<file path="src/design/tnt_pkg.sv">
`default_nettype none
// ----------------------------------------------------------------------------
// tnt_pkg: shared types and constants for the triangle normal/tangent block
// Vertex and result payloads, controller commands and state encoding.
// ----------------------------------------------------------------------------
package tnt_pkg;

	localparam int CoordW = 32;
	localparam int UnitW  = 16;
	localparam int UnitFracBits = 14;

	typedef struct packed {
		logic signed [CoordW-1:0] pos_x;
		logic signed [CoordW-1:0] pos_y;
		logic signed [CoordW-1:0] pos_z;
		logic signed [CoordW-1:0] tex_u;
		logic signed [CoordW-1:0] tex_v;
	} vertex_t;

	typedef struct packed {
		logic signed [UnitW-1:0] normal_x;
		logic signed [UnitW-1:0] normal_y;
		logic signed [UnitW-1:0] normal_z;
		logic signed [UnitW-1:0] tangent_x;
		logic signed [UnitW-1:0] tangent_y;
		logic signed [UnitW-1:0] tangent_z;
		logic                    flat_triangle;
		logic                    flat_mapping;
	} result_t;

	// Datapath operation selected by the controller each cycle
	typedef enum logic [3:0] {
		OP_NONE,
		OP_HOLD_A,
		OP_HOLD_B,
		OP_DIFF,
		OP_HALVE,
		OP_PROD,
		OP_SUM,
		OP_VEC,
		OP_SCALE,
		OP_SQ,
		OP_SQSUM,
		OP_SQRT,
		OP_DIV,
		OP_STORE
	} dp_op_t;

	typedef struct packed {
		dp_op_t     op;
		logic       sel_tan;  // 0: normal vector, 1: tangent vector
		logic [1:0] comp;     // component under division
	} dp_cmd_t;

	typedef struct packed {
		logic unit_busy;
		logic unit_done;
	} dp_status_t;

	typedef enum logic [3:0] {
		ST_IDLE,
		ST_DIFF,
		ST_HALVE,
		ST_PROD,
		ST_SUM,
		ST_VEC,
		ST_SCALE,
		ST_SQ,
		ST_SQSUM,
		ST_SQRT,
		ST_DIV,
		ST_STORE,
		ST_OUT
	} state_t;

endpackage
`default_nettype wire

</file>
<file path="src/design/tnt_ctrl.sv">
`default_nettype none
// ----------------------------------------------------------------------------
// tnt_ctrl: triangle sequencer
// Counts corners, walks the datapath through both vectors and owns the
// input and output handshakes.
// ----------------------------------------------------------------------------
module tnt_ctrl (
	input  wire logic                clk,
	input  wire logic                arst_n,
	input  wire logic                in_valid,
	output logic                     in_ready,
	output logic                     out_valid,
	input  wire logic                out_ready,
	input  wire tnt_pkg::dp_status_t status,
	output tnt_pkg::dp_cmd_t         cmd
);
	import tnt_pkg::*;

	state_t     state_q, state_d;
	logic [1:0] corner_q, corner_d;
	logic       tan_q, tan_d;
	logic [1:0] comp_q, comp_d;
	logic       wait_q, wait_d;   // division issued, awaiting quotient
	logic       ov_q, ov_d;

	assign out_valid = ov_q;

	always_ff @(posedge clk or negedge arst_n) begin
		if (!arst_n) begin
			state_q  <= ST_IDLE;
			corner_q <= '0;
			tan_q    <= 1'b0;
			comp_q   <= '0;
			wait_q   <= 1'b0;
			ov_q     <= 1'b0;
		end else begin
			state_q  <= state_d;
			corner_q <= corner_d;
			tan_q    <= tan_d;
			comp_q   <= comp_d;
			wait_q   <= wait_d;
			ov_q     <= ov_d;
		end
	end

	// Next state and commands
	always_comb begin
		state_d  = state_q;
		corner_d = corner_q;
		tan_d    = tan_q;
		comp_d   = comp_q;
		wait_d   = wait_q;
		ov_d     = ov_q;
		in_ready = 1'b0;
		cmd.op      = OP_NONE;
		cmd.sel_tan = tan_q;
		cmd.comp    = comp_q;
		if (ov_q && out_ready) ov_d = 1'b0;
		unique case (state_q)
			ST_IDLE: begin
				in_ready = (corner_q != 2'd2) || !ov_q;
				if (in_valid && in_ready) begin
					unique case (corner_q)
						2'd0: begin cmd.op = OP_HOLD_A; corner_d = 2'd1; end
						2'd1: begin cmd.op = OP_HOLD_B; corner_d = 2'd2; end
						default: begin
							cmd.op = OP_DIFF; corner_d = 2'd0; state_d = ST_HALVE;
						end
					endcase
				end
			end
			ST_HALVE: begin cmd.op = OP_HALVE; state_d = ST_PROD; end
			ST_PROD:  begin cmd.op = OP_PROD;  state_d = ST_SUM; end
			ST_SUM:   begin cmd.op = OP_SUM; tan_d = 1'b0; state_d = ST_VEC; end
			ST_VEC:   begin cmd.op = OP_VEC;   state_d = ST_SCALE; end
			ST_SCALE: begin cmd.op = OP_SCALE; state_d = ST_SQ; end
			ST_SQ:    begin cmd.op = OP_SQ;    state_d = ST_SQSUM; end
			ST_SQSUM: begin cmd.op = OP_SQSUM; state_d = ST_SQRT; end
			ST_SQRT: begin
				cmd.op = OP_SQRT; state_d = ST_STORE;
			end
			ST_STORE: begin
				if (status.unit_done) begin
					cmd.op = OP_STORE; comp_d = 2'd0; wait_d = 1'b0; state_d = ST_DIV;
				end
			end
			ST_DIV: begin
				if (!wait_q) begin
					cmd.op = OP_DIV; wait_d = 1'b1;
				end else if (status.unit_done) begin
					wait_d = 1'b0;
					if (comp_q == 2'd2) begin
						if (!tan_q) begin
							tan_d = 1'b1; state_d = ST_VEC;
						end else begin
							state_d = ST_OUT;
						end
					end else begin
						comp_d = comp_q + 2'd1;
					end
				end
			end
			ST_OUT: begin
				if (!ov_q) begin
					ov_d = 1'b1; state_d = ST_IDLE;
				end
			end
			default: state_d = ST_IDLE;
		endcase
	end
endmodule
`default_nettype wire

</file>
<file path="config.mk">
export PLATFORM = sky130hd
export DESIGN_NAME = tnt_ctrl
export DESIGN_NICKNAME = d
export VERILOG_FILES = /design/src/design/tnt_pkg.sv /design/src/design/tnt_ctrl.sv
export SDC_FILE = /design/constraint.sdc
export NUM_CORES = 1
export LEC_CHECK = 0
export BUFFER_PORTS_ARGS = -buffer_cell sky130_fd_sc_hd__buf_4
export CAP_MARGIN = 20
export CORE_MARGIN = 3
export CORE_UTILIZATION = 42
export CTS_BUF_LIST = sky130_fd_sc_hd__clkbuf_16
export DETAILED_ROUTE_END_ITERATION = 16
export GPL_TIMING_DRIVEN = 0
export PLACE_DENSITY = 0.65
export SLEW_MARGIN = 10
export SYNTH_ARGS = -nofsm -noshare
export SYNTH_HDL_FRONTEND = slang
export SYNTH_SLANG_ARGS = --single-unit
</file>
<file path="constraint.sdc">
create_clock -name clk -period 1.5 [get_ports clk]
set_input_delay 0.3 -clock clk [delete_from_list [all_inputs] [get_ports clk]]
set_output_delay 0.3 -clock clk [all_outputs]
set_load 0.005 [all_outputs]
</file>
# Word level (Yosys, flattened, before mapping)
# Cells that the tools add are included.
[totals]
reg_bits = 11
in_bits = 6
output_inout_bits = 9
word_cells = 75
[classes]
addsub = 1
eq_ne = 22
n_mux = 32
reduce_logical = 14
[ops]
columns = ["op", "n"]
rows = [
  ["$pmux 4 s12", 1],
  ["$pmux 4 s11", 1],
  ["$mux 4", 10],
  ["$eq 4x4->1 const B", 5],
  ["$ne 2x2->1 const B", 9],
  ["$eq 4x3->1 const B", 4],
  ["$pmux 2 s2", 3],
  ["$mux 1", 10],
  ["$mux 2", 5],
  ["$eq 4x2->1 const B", 2],
  ["$reduce_and 7->1", 1],
  ["$reduce_and 5->1", 1],
  ["$logic_not 4->1", 1],
  ["$pmux 1 s2", 2],
  ["$reduce_and 2->1", 2],
  ["$reduce_and 4->1", 1],
  ["$reduce_bool 2->1", 2],
  ["$add 2x1->2 const B", 1],
  ["$eq 2x1->1 const B", 1],
  ["$eq 2x2->1 const B", 1],
  ["$logic_and 1x1->1", 2],
  ["$logic_not 2->1", 1],
  ["$reduce_or 2->1", 1],
  ["$logic_not 1->1", 1],
  ["$logic_or 1x1->1", 1],
]

# Logic depth before layout (Yosys ltp)
# Gate-level depths: netlist of the first run.
[logic_depth]
ltp_word = 5
ltp_mapped = 6
ltp_nobuf = 6

# Worst setup path after synthesis of the first run
# OpenSTA, ideal clock, no wires.
[synth_timing]
path_type = "register -> register"
from = "reg comp_q[0]"
to = "reg state_q[0]"
setup_ns = 0.128
arrival_time_ns = 1.379
slack_ns = -0.007
path_stages_with_launch = 7
cell_sequence = "dfrtp_1 inv_1 ha_1 nor3b_1 o21ai_2 o211ai_2 mux2_1"
[synth_between]
elab_chain_len = 3
[synth_rtl]
columns = ["item", "line", "rtl"]
rows = [
  ["from (decl)", "tnt_ctrl.sv:22", "logic [1:0] comp_q, comp_d;"],
  ["from (signal assigned)", "tnt_ctrl.sv:40", "comp_q <= comp_d;"],
  ["$eq 2x2->1", "tnt_ctrl.sv:92", "if (comp_q == 2'd2) begin"],
  ["$ne 2x2->1 (no line)", "-", ""],
  ["$reduce_and 7->1 (no line)", "-", ""],
  ["to (signal assigned)", "tnt_ctrl.sv:37", "state_q <= state_d;"],
  ["to (decl)", "tnt_ctrl.sv:19", "state_t state_q, state_d;"],
]
# No other way between the ends.
# A chain may end at the register's enable or synchronous reset.

==> results of run 1 <==
report_power, final:
part           switching, mW  internal, mW
Combinational          0.884          1.06
Clock                  0.131         0.350
Sequential             0.172         0.435
placed cells by master (no fill, tap or decap), types with 2 or more instances in the layout:
| master | instances |
|---|---|
| o21ai_0 | 6 |
| nand2b_1 | 2 |
| a21o_1 | 2 |
| dfrtp_1 | 9 |
| o22a_1 | 2 |
| nor2b_1 | 5 |
| mux2_4 | 2 |
| xor2_1 | 2 |
| nand2_1 | 9 |
| dfrtp_2 | 2 |
| o22ai_1 | 3 |
| nor2_1 | 6 |
| buf_6 | 4 |
| buf_4 | 24 |
| mux2i_1 | 2 |
| inv_1 | 4 |
| o21ai_1 | 3 |
| clkbuf_16 | 3 |
| a21oi_1 | 2 |
| buf_2 | 3 |
| nand3_1 | 4 |
| o21ai_2 | 3 |
what timing repair did:
item,in CTS,in global routing
hold buffers,1,0
cloned,0,0
pin swaps,9,3
setup endpoints to repair,7,11
buffers inserted,12,2
resized for setup,20,3
hold endpoints to repair,11,0
sequential cells by signal, summed over array words and instances (netlist names):
signal	cells
comp_q	2
corner_q	2
out_valid	1
state_q	4
tan_q	1
wait_q	1
through the flow:
| step | setup slack (ns) | instance area (um^2) | hold WS, ns | TNS, ns | util |
|---|---|---|---|---|---|
| after detailed placement | -0.220 | 961 | 0.143 | -0.618 | 0.539 |
| after floorplan | 0.0463 | 832 | 0.00441 | 0 | - |
| final | -0.294 | 1210 | 0.251 | -1.62 | 0.677 |
| after global routing | -0.405 | 1210 | 0.256 | -2.29 | 0.677 |
| after CTS | -0.268 | 1190 | 0.250 | -1.42 | 0.668 |
| after global placement | -0.192 | 961 | 0.143 | -0.544 | 0.539 |
cell families after synthesis:
logic type,Yosys count,share of synthesized area
AND/OR/NAND/NOR,35,0.244
AO/OA/AOI/OAI,29,0.233
flip-flops,11,0.333
buffers and inverters,10,0.0666
multiplexers,6,0.0772
XOR/XNOR,3,0.0318
adder cells (fa/ha/maj),1,0.0151
layout make-up:
cell class,count,share of cell area
Buffer,6,0.0373
Clock inverter,1,0.00311
Multi-Input combinational cell,74,0.446
Sequential cell,11,0.230
Clock buffer,3,0.0622
Timing Repair Buffer,27,0.187
Inverter,3,0.00933
Tap cell,25,0.0259
worst paths after layout:
check | slack, ns | end | start
setup / recovery | -0.29 | cmd[4] | state_q[0]$_DFFE_PN0P_
hold / removal | 0.25 | out_valid$_DFF_PN0_ | out_ready
setup reg to reg | -0.16 | corner_q[1]$_DFFE_PN0P_ | state_q[0]$_DFFE_PN0P_
hold reg to reg | 0.54 | comp_q[1]$_DFFE_PN0P_ | comp_q[1]$_DFFE_PN0P_
max in group asynchronous | 0.89 | state_q[2]$_DFFE_PN0P_ | arst_n
min in group asynchronous | 0.45 | out_valid$_DFF_PN0_ | arst_n
metal layers:
metal	wire, um	global-route usage
met5	0	0
met2	1100	0.328
met3	99	0.0356
met4	55	0.121
met1	995	0.246
worst max-delay path, delay by kind of cell (launching register included):
family,cells,cell delay (ns)
buffers and inverters,2,0.26
and+or+nand+nor,2,0.46
DFF,1,0.36
AOI/OAI and AO/OA,1,0.17
==> summary.txt, run 1 <==
DRT antenna net count -> 0
Top cell type's share of synthesized area -> 0.333
Slew @ Worst Pin -> 0.361 ns
Synth-to-Final Area Change -> 46.0%
Vias -> 832
Worst-path cell chain -> buf_6 -> nor4_4 -> nand2_2 -> o22ai_1 -> buf_4
Fin. Hold Viols -> 0
Layout Cells excl Fill -> 150
Initial antenna violation count -> 0
Leak -> 0.569 nW
DRC -> 0
Violations in the final reports -> negative setup slack
RSZ-0062 raised after global routing -> yes
Power per cell area -> 2510 nW/um^2
CP max stage delay -> 0.36 ns
Yosys warns -> 0
CTS H-tree lvls -> 1
Fin worst setup slack -> -0.294 ns
Clk sinks -> 11
Die Wd -> 50.4 um
# IOs -> 15
Routed wire length per instance -> 15.0 um
First-pass GRT wire length -> 3.69 mm
Startpoint types -> flip-flop
Post-Syn Nets -> 102
Cell area after synthesis -> 827 um^2
Period minus WS final -> 1.79 ns
CTS tree -> done
Routability-driven placement congestion ratio -> 0.825
Dpl hpwl -> 1.34 mm
Nature of the critical path endpoint -> output pin
Max-slew violations -> 0
Top cells by area, synth -> dfrtp_1, o21ai_0, nand2_1, nor2b_1, mux2i_1
Slew margin rel. -> 0.759
Tightest Hold Check Type -> in -> reg
Pwr Total -> 3.03 mW
DRT Pass-1 Iters -> 5
Slowest-stage cell, CP -> dfrtp_1
Dpl cells -> 133
Final wirelength -> 2.25 mm
Total track usage -> 0.201
Register bit total from synthesis -> 11
F_max -> 557 MHz
Synth area leader -> dfrtp_1
1st-iter DRT viols -> 17
Fill count -> 147
# nets final -> 133
Cells after Synth -> 95
Vias in the first global route -> 780
Multi-input gate area -> 538 um^2
Worst setup path category -> reg -> out
Total gr overflow -> 0
Diodes inserted -> 0
Peak VDD IR -> 0.00135 V
Reg2Reg Depth -> 8
Core area -> 1780 um^2
Layout cell share with drive strength beyond 1 -> 0.424
WP data arrival -> 1.49 ns
Max Cap Viol -> 0
CTS Root Cell -> clkbuf_16
Largest net degree at the start of global routing -> 12
Clock Latency Late Sink -> 0.24 ns
Status -> finished with violations
Core Rows -> 15
Clock buffer depth -> 2
PortBufs -> 13
Synth Area per Inst -> 8.71 um^2
Die H -> 50.4 um
Ratio of final minimum period to clock period -> 1.20
Most frequent cell after synthesis -> dfrtp_1
Ys async rst share -> 1.00
Number of enable flip-flop cells after synthesis -> 0
Critical-path maximum fanout -> 4
Seq/Total Area, Yosys -> 0.333
Worst endpoint required time -> 1.20 ns
Worst hold stages -> 2
Clock Pin Slew Worst Setup and Hold Paths -> 0.04 ns
Die area -> 2540 um^2
CTS Buf Count -> 3
Top cells by instance count after synthesis -> dfrtp_1, nand2_1, o21ai_0
Unique masters post-synth -> 38
Reg area -> 278 um^2
Finish-stage setup viols -> 9
Fin Clk Skew -> 0.00245 ns
Starting density of the core -> 0.464
Vias per cell -> 5.55
Main flop type after synthesis -> dfrtp_1
Note: power is estimated with default switching activity, not from simulation.
==> run 2, diff against run 1 <==
--- a/config.mk
+++ b/config.mk
@@ -15,2 +15,3 @@
 export PLACE_DENSITY = 0.65
+export SETUP_SLACK_MARGIN = 0.5
 export SLEW_MARGIN = 10
==> constraint.sdc (replaced) <==
create_clock -name clk -period 1.5 [get_ports clk]
set_input_delay 0.075 -clock clk [delete_from_list [all_inputs] [get_ports clk]]
set_output_delay 0.075 -clock clk [all_outputs]
set_load 0.005 [all_outputs]
==> run 2 against run 1 <==
Effect of this change: critical path depth is 1 lower; the run still ends with negative setup slack left; clock skew is 0.0014 ns lower; worst setup slack gained 0.23 ns; hold slack got worse by 0.10 ns; register-to-register slack better by 0.14 ns; die area unchanged.
==> summary.txt, run 2 (synthesis results as in run 1) <==
Max reg flops -> 4
Worst-path cell chain -> buf_2 -> o311ai_4 -> o21ai_1 -> buf_4
Core Rows -> 15
Slowest-stage cell, CP -> dfrtp_2
1st-iter DRT viols -> 19
Die Wd -> 50.4 um
Total Neg Setup Slack -> -0.182 ns
Most frequent cells in the layout -> buf_4, buf_6, dfrtp_1
Peak VDD IR -> 0.00136 V
Core area -> 1780 um^2
Biggest register -> state_q
Fin. Hold Viols -> 0
CTS Buf Count -> 3
DR top layer -> met4
Slew margin rel. -> 0.764
Met3 wire len -> 77 um
Final Cell Area -> 1420 um^2
Routed wire length per instance -> 15.8 um
RSZ-0062 raised after global routing -> yes
Routability-driven placement congestion ratio -> 0.799
Clk sinks -> 11
CTS tree -> done
Startpoint types -> flip-flop
# nets final -> 140
Die H -> 50.4 um
DR WL met2 -> 1.26 mm
Pwr Total -> 3.65 mW
CP max stage delay -> 0.45 ns
Max Cap Viol -> 0
WP data arrival -> 1.49 ns
Tightest Hold Check Type -> in -> reg
Period minus WS final -> 1.56 ns
Ratio of final minimum period to clock period -> 1.04
Fin worst setup slack -> -0.0623 ns
Comb pwr share -> 0.699
Commonest non-fill, non-tap cell in the layout -> buf_4
Dpl cells -> 133
Clock buffer depth -> 2
Clock power frac -> 0.135
Power per cell area -> 2580 nW/um^2
First-pass GRT wire length -> 4.11 mm
CTS H-tree lvls -> 1
Hold path start -> in_valid
Final wirelength -> 2.48 mm
DRT antenna net count -> 0
Worst reg2reg setup slack -> -0.02 ns
Top delay family on crit path -> flip-flops
Clock Pin Slew Worst Setup and Hold Paths -> 0.04 ns
Sw frac -> 0.394
Synth-to-Final Area Change -> 71.3%
Diodes inserted -> 0
Worst reg2reg path startpoint -> state_q[2]$_DFFE_PN0P_
Layout cell share with drive strength beyond 1 -> 0.538
Register share of total power -> 0.166
Vias -> 861
Finish-stage setup viols -> 5
Largest net degree at the start of global routing -> 12
CP Launch Point -> state_q[3]$_DFFE_PN0P_
DP Area -> 1000 um^2
Total track usage -> 0.222
DRT met1 WL -> 1.08 mm
Dpl hpwl -> 1.35 mm
Violations in the final reports -> negative setup slack
Largest regs -> state_q (4), comp_q (2), corner_q (2)
Critical-path maximum fanout -> 10
Status -> finished with violations
F_max -> 640 MHz
Worst Hold Margin -> 0.148 ns
Starting density of the core -> 0.464
Die area -> 2540 um^2
Max-slew violations -> 0
Internal -> 2.21 mW
Leak -> 0.626 nW
Worst setup path category -> reg -> out
Initial antenna violation count -> 0
Total gr overflow -> 0
# IOs -> 15
DRC -> 0
Core Util, Final -> 0.794
Clock Latency Late Sink -> 0.24 ns
Fin Clk Skew -> 0.00101 ns
Buf/Inv on CP -> 2
Slew @ Worst Pin -> 0.353 ns
Layout Cells excl Fill -> 157
Worst endpoint required time -> 1.42 ns
P_sw -> 1.44 mW
Vias in the first global route -> 849
CTS Root Cell -> clkbuf_16
PortBufs -> 13
Vias per cell -> 5.48
DRT Pass-1 Iters -> 4
Nature of the critical path endpoint -> output pin
Setup slack at placement -> -0.0356 ns
## run 2: cell types whose count changed in the layout (fill, tap and decap cells not counted), moves of 3 or more
cell / change
buf_4: -5
nor2_1: -3
o21ai_0: -4
buf_6: +10
buf_8: +3
## run 2: area by class of cell
cell class                 count  area (um^2)
buffer                         7         72.6
clock inverter                 1         3.75
sequential                    11          278
multi-input combinational     74          627
clock buffer                   3         75.1
inverter                       3         11.3
tap                           25         31.3
fill                         105          367
timing repair buffer          33          318
## run 2: final timing paths
check                                     endpoint  cells past startpoint
setup / recovery                            cmd[3]                      4
hold / removal             corner_q[1]$_DFFE_PN0P_                      3
setup reg to reg            state_q[0]$_DFFE_PN0P_                      4
hold reg to reg                 wait_q$_DFFE_PN0P_                      1
max in group asynchronous   state_q[2]$_DFFE_PN0P_                      2
min in group asynchronous    comp_q[1]$_DFFE_PN0P_                      2
## run 2: power groups by stage
stage                     sequential [mW]  clock (mW)  combinational, mW
after CTS                           0.588       0.495               2.29
final                               0.607       0.491               2.55
after floorplan                     0.560           0               1.18
after global routing                0.626       0.510               2.74
after detailed placement            0.599           0               1.58
after global placement              0.588           0               1.57
## run 2: what timing repair did
action                                  4_1_cts  5_1_grt
pin swaps                                    12        7
endpoints found under the setup margin       16       18
endpoints found under the hold margin        12        0
setup buffers                                15        3
hold buffers                                  2        0
gates resized for setup                      30       15
## run 2: tightest hold or removal path: stages
cell	delay, ns
buf_4	0.12
nand3_1	0.08
o21ai_1	0.07
## run 2: per-layer routing
layer,track usage,up-vias
met5,0,-
met4,0.117,0
met3,0.0356,7
met2,0.383,17
met1,0.262,420
li1,-,417
==> run 3, diff against run 2 <==
Settings changed: PLACE_DENSITY 0.65 to 0.63, RECOVER_POWER set to 25.
Clock period 1.5 ns to 1.99 ns, I/O delays scaled along.
==> run 3 against run 2 <==
Effect of this change: the flow now finishes without violations; sequential share of layout area increased by 3.3 points; count of clock-buffer cells in the layout unchanged; final cell count fell by 4.5%; global-route usage shrank 3.7 points; worst setup slack gained 0.45 ns; non-clock buffer count decreased by 7; die area did not move; via count shrank 3.9%; first-iteration DRC count increased by 32%; core utilization decreased by 11 points; combinational power shrank 42%; routed wire length down 12%.
==> summary.txt, run 3 (synthesis results as in run 1) <==
Layout cell share with drive strength beyond 1 -> 0.432
Setup slack at placement -> 0.410 ns
PortBufs -> 13
Total gr overflow -> 0
Total track usage -> 0.185
Vias per cell -> 5.51
Power per cell area -> 1910 nW/um^2
Vias in the first global route -> 789
CP max stage delay -> 0.39 ns
Slew margin rel. -> 0.569
Ratio of final minimum period to clock period -> 0.808
# nets final -> 133
Fin. Hold Viols -> 0
Reg2Reg Depth -> 6
Die Wd -> 50.4 um
Total Neg Setup Slack -> 0 ns
Core area -> 1780 um^2
Synth-to-Final Area Change -> 46.7%
DRC -> 0
Most frequent cells in the layout -> buf_4, nand2_1, dfrtp_1
Fin Clk Skew -> 0.00330 ns
Top delay family on crit path -> flip-flops
Routed wire length per instance -> 14.5 um
RSZ-0062 raised after global routing -> yes
DR top layer -> met4
Die area -> 2540 um^2
CTS H-tree lvls -> 1
Max-slew violations -> 0
Status -> finished clean
F_max -> 622 MHz
Min-Delay Endpoint -> out_valid$_DFF_PN0_
Core Rows -> 15
Final wirelength -> 2.18 mm
WP data arrival -> 1.73 ns
Fill count -> 146
DRT antenna net count -> 0
Commonest non-fill, non-tap cell in the layout -> buf_4
Finish-stage setup viols -> 0
Worst endpoint required time -> 2.11 ns
Max Cap Viol -> 0
Leak -> 0.563 nW
Starting density of the core -> 0.464
Buf/Inv on CP -> 2
Critical-path maximum fanout -> 7
First-pass GRT wire length -> 3.50 mm
Initial antenna violation count -> 0
Routability-driven placement congestion ratio -> 0.767
Largest net degree at the start of global routing -> 12
Nature of the critical path endpoint -> flip-flop
Core Util, Final -> 0.681
CP Launch Point -> state_q[1]$_DFFE_PN0P_
R2R Path End -> state_q[0]$_DFFE_PN0P_
Worst reg2reg setup slack -> 0.38 ns
Final Cell Area -> 1210 um^2
DRT Pass-1 Iters -> 4
Vias -> 827
Max reg flops -> 4
# IOs -> 15
DRT met1 WL -> 929 um
Hold path start -> out_ready
DR WL met2 -> 1.10 mm
Slowest-stage cell, CP -> dfrtp_1
Period minus WS final -> 1.61 ns
Dpl cells -> 133
Biggest register -> state_q
Worst Hold Margin -> 0.0291 ns
Dpl hpwl -> 1.31 mm
Largest regs -> state_q (4), comp_q (2), corner_q (2)
Slew @ Worst Pin -> 0.646 ns
CTS tree -> done
Startpoint types -> flip-flop
Pwr Total -> 2.31 mW
1st-iter DRT viols -> 25
Worst hold stages -> 2
Die H -> 50.4 um
Layout Cells excl Fill -> 150
Met3 wire len -> 114 um
Fin worst setup slack -> 0.383 ns
Clock buffer depth -> 2
Clk sinks -> 11
Worst-path cell chain -> buf_6 -> buf_4 -> nor3b_2 -> o21ai_2 -> o211ai_2 -> mux2_4
Clock Latency Late Sink -> 0.24 ns
Tightest Hold Check Type -> in -> reg
Worst setup path category -> reg -> reg
CTS Root Cell -> clkbuf_16
Worst reg2reg path startpoint -> state_q[1]$_DFFE_PN0P_
DP Area -> 961 um^2
Diodes inserted -> 0
CTS Buf Count -> 3
Clock Pin Slew Worst Setup and Hold Paths -> 0.04 ns
Peak VDD IR -> 0.000896 V
[run 3: report_power, final]
group / switching [mW] / total [mW] / internal (mW) / leakage [nW]
clock network: 0.110 / 0.374 / 0.265 / 0.0423
registers: 0.133 / 0.461 / 0.327 / 0.133
logic: 0.667 / 1.48 / 0.811 / 0.387
total: 0.910 / 2.31 / 1.40 / 0.563
[run 3: worst max-delay path by stage]
stage | slack [ns] | cells past startpoint | endpoint
finish | 0.38 | 6 | state_q[0]$_DFFE_PN0P_
global route | 0.30 | 5 | cmd[4]
CTS | 0.36 | 5 | state_q[0]$_DFFE_PN0P_
detailed placement | 0.41 | 4 | state_q[0]$_DFFE_PN0P_
global placement | 0.41 | 4 | state_q[1]$_DFFE_PN0P_
floorplan | 0.54 | 6 | state_q[0]$_DFFE_PN0P_
[run 3: layer usage]
layer	vias to the layer above	global-route usage
met5	-	0
met4	0	0.0807
met1	400	0.220
met2	24	0.311
met3	4	0.0475
li1	399	-
[run 3: repair_timing]
| action | in CTS | in global routing |
|---|---|---|
| setup buffers | 5 | 7 |
| gates resized for setup | 14 | 11 |
| setup endpoints to repair | 7 | 10 |
| hold buffers | 1 | 0 |
| pin swaps | 4 | 6 |
| endpoints found under the hold margin | 11 | 0 |
[run 3: cell type report]
type	count	area [um^2]	area share
clock buffer	3	75.1	0.0619
inverter	3	11.3	0.00928
buffer	7	56.3	0.0464
timing repair buffer	26	198	0.163
multi-input combinational	74	561	0.462
clock inverter	1	3.75	0.00309
sequential	11	278	0.229
tap	25	31.3	0.0258
